File: src/rtl/bbba_pkg.sv
// Shared types and constants for the base 10^9 bignum ALU.
// Depends on nothing; used by bbba_cell and base_billion_bignum_alu.
package bbba_pkg;

  localparam int LIMBS  = 4;
  localparam int LIMB_W = 30;
  localparam int CY_W   = 2;
  localparam int SUM_W  = LIMB_W + 2;

  localparam logic [LIMB_W-1:0] LIMB_BASE = LIMB_W'(1000000000);
  localparam logic [SUM_W-1:0]  BASE_1X   = SUM_W'(64'd1000000000);
  localparam logic [SUM_W-1:0]  BASE_2X   = SUM_W'(64'd2000000000);
  localparam logic [SUM_W-1:0]  BASE_3X   = SUM_W'(64'd3000000000);

  typedef enum logic [1:0] {
    OP_ADD   = 2'd0,
    OP_SUB   = 2'd1,
    OP_RED   = 2'd2,
    OP_HALVE = 2'd3
  } op_t;

  typedef logic [LIMBS-1:0][LIMB_W-1:0] limbs_t;

  typedef struct packed {
    op_t             op;
    logic [CY_W-1:0] cy;
    limbs_t          a;
    limbs_t          b;
    limbs_t          r;
  } item_t;

endpackage

File: src/rtl/bbba_cell.sv
// One pipeline cell: works out result limb IDX and passes carry/borrow upward.
// Depends on bbba_pkg.
module bbba_cell #(
  parameter int IDX = 0
) (
  input  logic            clk,
  input  logic            rst_n,
  input  logic            up_valid,
  output logic            up_ready,
  input  bbba_pkg::item_t up_item,
  output logic            dn_valid,
  input  logic            dn_ready,
  output bbba_pkg::item_t dn_item
);

  localparam int HI = (IDX < bbba_pkg::LIMBS - 1) ? IDX + 1 : IDX;

  logic                                   vld_r;
  bbba_pkg::item_t                        item_r;
  bbba_pkg::item_t                        item_nxt;
  logic [bbba_pkg::LIMB_W-1:0]            a_i;
  logic [bbba_pkg::LIMB_W-1:0]            b_i;
  logic                                   hi_bit;
  logic [bbba_pkg::SUM_W-1:0]             sum;
  logic [bbba_pkg::SUM_W-1:0]             dif;
  logic [bbba_pkg::SUM_W-1:0]             red;
  logic [bbba_pkg::LIMB_W:0]              half;
  logic [bbba_pkg::LIMB_W-1:0]            res;
  logic [bbba_pkg::CY_W-1:0]              cy_out;
  logic                                   take;

  assign a_i    = up_item.a[IDX];
  assign b_i    = up_item.b[IDX];
  assign hi_bit = (IDX < bbba_pkg::LIMBS - 1) ? up_item.a[HI][0] : 1'b0;

  assign sum  = {2'b00, a_i} + {2'b00, b_i}
              + {{(bbba_pkg::SUM_W-bbba_pkg::CY_W){1'b0}}, up_item.cy};
  assign dif  = {2'b00, a_i} + bbba_pkg::BASE_2X - {2'b00, b_i}
              - {{(bbba_pkg::SUM_W-1){1'b0}}, up_item.cy[0]};
  assign half = ({1'b0, a_i} + (hi_bit ? {1'b0, bbba_pkg::LIMB_BASE}
                                       : {(bbba_pkg::LIMB_W+1){1'b0}})) >> 1;

  always_comb begin
    red    = '0;
    res    = '0;
    cy_out = '0;
    unique case (up_item.op)
      bbba_pkg::OP_ADD: begin
        if (sum >= bbba_pkg::BASE_2X) begin
          red    = sum - bbba_pkg::BASE_2X;
          cy_out = 2'd2;
        end else if (sum >= bbba_pkg::BASE_1X) begin
          red    = sum - bbba_pkg::BASE_1X;
          cy_out = 2'd1;
        end else begin
          red    = sum;
        end
        res = red[bbba_pkg::LIMB_W-1:0];
      end
      bbba_pkg::OP_SUB, bbba_pkg::OP_RED: begin
        if (dif >= bbba_pkg::BASE_3X) begin
          red = dif - bbba_pkg::BASE_3X;
        end else if (dif >= bbba_pkg::BASE_2X) begin
          red = dif - bbba_pkg::BASE_2X;
        end else if (dif >= bbba_pkg::BASE_1X) begin
          red = dif - bbba_pkg::BASE_1X;
        end else begin
          red = dif;
        end
        cy_out = {1'b0, (dif < bbba_pkg::BASE_2X)};
        res    = red[bbba_pkg::LIMB_W-1:0];
      end
      bbba_pkg::OP_HALVE: begin
        res = half[bbba_pkg::LIMB_W-1:0];
      end
      default: begin
        res = '0;
      end
    endcase
  end

  always_comb begin
    item_nxt        = up_item;
    item_nxt.cy     = cy_out;
    item_nxt.r[IDX] = res;
  end

  assign up_ready = ~vld_r | dn_ready;
  assign take     = up_valid & up_ready;

  always_ff @(posedge clk) begin
    if (!rst_n) begin
      vld_r <= 1'b0;
    end else if (up_ready) begin
      vld_r <= up_valid;
    end
  end

  always_ff @(posedge clk) begin
    if (take) begin
      item_r <= item_nxt;
    end
  end

  assign dn_valid = vld_r;
  assign dn_item  = item_r;

endmodule

File: src/rtl/base_billion_bignum_alu.sv
// Top level of the base 10^9 bignum ALU: a row of limb cells and an output register.
// Depends on bbba_pkg and bbba_cell.
//
// Usage:
//   Input channel (in_valid/in_ready) carries one word: an opcode and operands
//   a and b as four base 10^9 limbs, least significant first.
//   Opcodes: add, subtract (both wrap mod 10^36), reduce (a if a < b, else
//   a - b) and halve a. Result channel (out_valid/out_ready) returns one word
//   per input word: four result limbs plus flags a_odd and a_zero.
//   Each cell handles one limb and hands carry or borrow to the next cell, so
//   a word passes LIMBS + 1 = 5 registers: four cells, then the output register.
//   Absent a stall, a new word is accepted every cycle, one word per clock.
//   Reduce uses the final borrow of the subtract chain as the a < b compare.
//   When the receiver stalls, each stage holds its word and in_ready drops
//   only once every stage is full; empty stages still fill behind a stall.
//   Synchronous active-low reset empties the pipeline; no words are lost or
//   produced by reset other than those in flight being discarded.
module base_billion_bignum_alu (
  input  logic                        clk,
  input  logic                        rst_n,
  input  logic                        in_valid,
  output logic                        in_ready,
  input  logic [1:0]                  in_opcode,
  input  logic [bbba_pkg::LIMB_W-1:0] in_a_limb0,
  input  logic [bbba_pkg::LIMB_W-1:0] in_a_limb1,
  input  logic [bbba_pkg::LIMB_W-1:0] in_a_limb2,
  input  logic [bbba_pkg::LIMB_W-1:0] in_a_limb3,
  input  logic [bbba_pkg::LIMB_W-1:0] in_b_limb0,
  input  logic [bbba_pkg::LIMB_W-1:0] in_b_limb1,
  input  logic [bbba_pkg::LIMB_W-1:0] in_b_limb2,
  input  logic [bbba_pkg::LIMB_W-1:0] in_b_limb3,
  output logic                        out_valid,
  input  logic                        out_ready,
  output logic [bbba_pkg::LIMB_W-1:0] out_r_limb0,
  output logic [bbba_pkg::LIMB_W-1:0] out_r_limb1,
  output logic [bbba_pkg::LIMB_W-1:0] out_r_limb2,
  output logic [bbba_pkg::LIMB_W-1:0] out_r_limb3,
  output logic                        out_a_odd,
  output logic                        out_a_zero
);

  logic            vld   [bbba_pkg::LIMBS+1];
  logic            rdy   [bbba_pkg::LIMBS+1];
  bbba_pkg::item_t chain [bbba_pkg::LIMBS+1];

  bbba_pkg::item_t in_item;
  logic            out_vld_r;
  bbba_pkg::limbs_t out_r_r;
  logic            odd_r;
  logic            zero_r;
  bbba_pkg::item_t last;
  logic            out_take;

  always_comb begin
    in_item      = '0;
    in_item.op   = bbba_pkg::op_t'(in_opcode);
    in_item.cy   = '0;
    in_item.a[0] = in_a_limb0;
    in_item.a[1] = in_a_limb1;
    in_item.a[2] = in_a_limb2;
    in_item.a[3] = in_a_limb3;
    in_item.b[0] = in_b_limb0;
    in_item.b[1] = in_b_limb1;
    in_item.b[2] = in_b_limb2;
    in_item.b[3] = in_b_limb3;
  end

  assign chain[0] = in_item;
  assign vld[0]   = in_valid;
  assign in_ready = rdy[0];

  for (genvar g = 0; g < bbba_pkg::LIMBS; g++) begin : g_cell
    bbba_cell #(
      .IDX (g)
    ) u_cell (
      .clk      (clk),
      .rst_n    (rst_n),
      .up_valid (vld[g]),
      .up_ready (rdy[g]),
      .up_item  (chain[g]),
      .dn_valid (vld[g+1]),
      .dn_ready (rdy[g+1]),
      .dn_item  (chain[g+1])
    );
  end

  // reduce: final borrow set means a < b, so pass a through
  assign last                 = chain[bbba_pkg::LIMBS];
  assign rdy[bbba_pkg::LIMBS] = ~out_vld_r | out_ready;
  assign out_take             = vld[bbba_pkg::LIMBS] & rdy[bbba_pkg::LIMBS];

  always_ff @(posedge clk) begin
    if (!rst_n) begin
      out_vld_r <= 1'b0;
    end else if (rdy[bbba_pkg::LIMBS]) begin
      out_vld_r <= vld[bbba_pkg::LIMBS];
    end
  end

  always_ff @(posedge clk) begin
    if (out_take) begin
      out_r_r <= (last.op == bbba_pkg::OP_RED && last.cy[0]) ? last.a : last.r;
      odd_r   <= last.a[0][0];
      zero_r  <= ~|last.a;
    end
  end

  assign out_valid   = out_vld_r;
  assign out_r_limb0 = out_r_r[0];
  assign out_r_limb1 = out_r_r[1];
  assign out_r_limb2 = out_r_r[2];
  assign out_r_limb3 = out_r_r[3];
  assign out_a_odd   = odd_r;
  assign out_a_zero  = zero_r;

endmodule
File: config.mk
export PLATFORM = sky130hd
export DESIGN_NAME = base_billion_bignum_alu
export DESIGN_NICKNAME = d
export VERILOG_FILES = /design/src/rtl/bbba_pkg.sv /design/src/rtl/bbba_cell.sv /design/src/rtl/base_billion_bignum_alu.sv
export SDC_FILE = /design/constraint.sdc
export NUM_CORES = 2
export LEC_CHECK = 0
export ABC_AREA = 1
export BUFFER_PORTS_ARGS = -buffer_cell sky130_fd_sc_hd__buf_2
export CAP_MARGIN = 20
export CELL_PAD_IN_SITES_DETAIL_PLACEMENT = 1
export CELL_PAD_IN_SITES_GLOBAL_PLACEMENT = 1
export CORE_MARGIN = 4
export CORE_UTILIZATION = 29
export DETAILED_ROUTE_END_ITERATION = 6
export HOLD_SLACK_MARGIN = 0.1
export PLACE_DENSITY = 0.5
export SLEW_MARGIN = 20
export SYNTH_ARGS = -nofsm -noshare
export SYNTH_HDL_FRONTEND = slang
export SYNTH_HIERARCHICAL = 1
export SYNTH_SLANG_ARGS = --single-unit
export TNS_END_PERCENT = 100
File: constraint.sdc
create_clock -name clk -period 58.3 [get_ports clk]
set_input_delay 2.915 -clock clk [delete_from_list [all_inputs] [get_ports clk]]
set_output_delay 2.915 -clock clk [all_outputs]
set_load 0.1 [all_outputs]
==> results by group <==
Outcome
  • Status: finished clean

Pwr
  • Sequential share of power: 32.2%
  • Clk network pwr share: 28.5%
  • Pleak: 43.3 nW
  • P_int: between 0.0015 and 0.002 W
  • Peak supply drop: ~0.021 mV
  • Sw frac: roughly two fifths
  • Combinational power share: around two fifths
  • Switching Power: 0.00121 W
  • Power per cell area: ~32 nW/µm²

Placed design
  • RD Place Congestion: roughly 0.9
  • Count of input and output buffers: 369
  • Pre-CTS setup slack: roughly 50 ns
  • HPWL after DPL: 278000 µm

Worst hold path
  • Hold Path End: g_cell[3].u_cell/dn_item[41]$_DFFE_PP_
  • HP Class: reg2reg
  • HP Start: g_cell[2].u_cell/dn_item[41]$_DFFE_PP_
  • Worst Hold Depth: 0

CTS
  • Root buffer cell: clkbuf_16
  • Post-CTS Resized: 0
  • Latest clock arrival within the worst-skew pair: ~0.80 ns
  • CTS tree: built
  • H-tree lvl count: 4
  • Setup Buffers After CTS: 0
  • CTS Buffer Depth: 4
  • CTS sink cnt: around 1100
  • Post-CTS Hold Buffers: 0
  • CTS buffer count: 138
  • CTS clk-pin slew, worst paths: about 0.05 ns

Worst setup path
  • Worst reg-to-reg path cell count: 23
  • WP data required: between 50 and 60 ns
  • R2r setup slk: 51.76 ns
  • Critical R2R Launch: g_cell[0].u_cell/dn_item[270]$_DFFE_PP_
  • Arrival time at the worst endpoint: just over 8 ns
  • Reg2Reg Capture Point: g_cell[1].u_cell/dn_item[39]$_DFFE_PP_
  • Critical path endpoint category: flop
  • Worst Path Max Fanout: 25
  • Critical path class: in2reg
  • Startpoint Class: primary input

STA
  • Max frequency: between 100 and 150 MHz
  • Final setup viols: 0
  • Fin Setup TNS: 0 ns
  • RSZ-0062 raised after global routing: false
  • Min cycle time layout: 7.76 ns
  • Clock skew: approximately 0.045 ns
  • Max-slew headroom: between 20% and 30%
  • Fin. Hold Viols: 0
  • Setup ws final: 50.54 ns
  • Slew Viols, Final: 0
  • Fin crit share: a little over an eighth
  • Pin slew with the least headroom to its limit: roughly 1.1 ns

Cells and area
  • Most common cell after layout, fill and taps aside: nand2_1
  • Multi-input logic area: around 42000 µm²
  • Share of post-route cells with drive strength above 1: between 10% and 20%
  • Fill cells: 34000
  • Nets: around 12000
  • Layout area overhead: 12.3%
  • Storage cell area: approximately 33000 µm²
  • Commonest non-fill, non-tap cells in the layout: nand2_1 (3399), inv_1 (1496), edfxtp_1 (1097), nor2_1 (786), nand3_1 (778)

Route
  • DRT Wirelength: between 300000 and 400000 µm
  • Via count: between 70000 and 80000
  • Routed Antenna Nets: 0
  • Initial DRC Count: 4082
  • TritonRoute pass-1 iters: 6
  • Avg WL per Cell: ~23 µm
  • Vias/cell: 4.86
  • Drc violations: 0

Global route
  • Largest net degree at the start of global routing: roughly 120
  • GRT Total Usage: a little under a quarter
  • Gr ovfl total: 0
  • Initial antenna violation count: 25
  • Number of global-route vias before repair: 75500
  • First-pass GRT wire length: 500000 µm

Die
  • Die width: 540 µm
  • Core Area: between 200000 and 300000 µm²
  • Starting Density: 29.1%
  • Die height: roughly 540 µm
  • Die area: ~300000 µm²
  • Ports: 370
  • Cell Rows: about 200

Synthesis
  • Syn_area_per_cell: about 7.9 µm²
  • YS warnings: 6
  • Syn Inst Count: about 10000
  • Mapped Area: 82200 µm²

Flow run
  • Max cap viols: 0
-- how the worst max path moves through the flow --
| stage | slack [ns] | to | startpoint | cells past startpoint |
|---|---|---|---|---|
| 4_1_cts | 50.57 | g_cell[0].u_cell/dn_item[24]$_DFFE_PP_ | in_a_limb0[0] | 26 |
| 2_1_floorplan | 42.33 | g_cell[0].u_cell/dn_item[0]$_DFFE_PP_ | out_ready | 10 |
| 3_3_place_gp | 49.83 | g_cell[0].u_cell/dn_item[25]$_DFFE_PP_ | in_a_limb0[0] | 28 |
| 6_report | 50.54 | g_cell[0].u_cell/dn_item[24]$_DFFE_PP_ | in_a_limb0[0] | 26 |
| 5_1_grt | 50.15 | g_cell[0].u_cell/dn_item[19]$_DFFE_PP_ | in_a_limb0[0] | 28 |
| 3_5_place_dp | 49.77 | g_cell[0].u_cell/dn_item[24]$_DFFE_PP_ | in_a_limb0[0] | 26 |
-- stage by stage --
step	instances	util (%)	hold WS (ns)	instance area [µm²]	power [W]
after floorplan	10500	-	0.400	82200	0.00173
after global placement	14500	31.2	0.401	88000	0.00209
after detailed placement	14500	31.2	0.405	88000	0.00210
after CTS	14700	32.7	0.377	92300	0.00295
after global routing	14700	32.7	0.394	92300	0.00312
final	14700	32.7	0.392	92300	0.00292
-- layer usage --
layer / routed length [µm] / global-route usage [%] / up-vias
met5: 13 / 0 / -
met4: 7530 / 4.98 / 2
met3: 9580 / 1.88 / 299
met2: 165000 / 39.8 / 1106
met1: 156000 / 30.4 / 35100
li1: - / - / 34900
-- critical path: stages --
cell and delay [ns]:
buf_2 0.12, inv_1 0.14, fa_1 0.31, inv_1 0.16, fa_1 0.40, ha_1 0.25
fa_1 0.48, nand3_1 0.12, nand3_1 0.14, nand2_1 0.09, nand2_1 0.10, xor2_1 0.51
inv_1 0.26, ha_1 0.27, nand3_1 0.08, nand2_1 0.10, o21ai_1 0.37, inv_1 0.15
nand3_4 0.25, nand3_4 0.35, nand2_1 0.20, nand3_1 0.08, nand2_1 0.10, nand2_1 0.06
a21oi_1 0.17, nor2_1 0.06
-- sequential cells by signal, indices dropped and copies added, names as in the netlist, 4 cells and up --
register and count:
g_cell.u_cell/dn_item 975, g_cell.u_cell/dn_valid 4, out_r_limb0 30, out_r_limb1 30, out_r_limb2 30, out_r_limb3 30
-- cell type report --
type                            count  share of cell area (%)
Clock inverter                     80                   0.756
Antenna cell                        6                  0.0163
Tap cell                         3743                    5.07
Multi-Input combinational cell   7592                    45.5
Sequential cell                  1102                    35.8
Clock buffer                      162                    3.93
Timing Repair Buffer              410                    2.36
Inverter                         1620                    6.59
-- power groups by stage --
stage                     Clock, W  Combinational [W]  Sequential (W)
after global routing      0.000895            0.00128        0.000943
after detailed placement         0            0.00114        0.000958
after floorplan                  0           0.000772        0.000958
after CTS                 0.000864            0.00115        0.000941
after global placement           0            0.00114        0.000957
final                     0.000832            0.00115        0.000940
(Power assumes the default switching activity.)
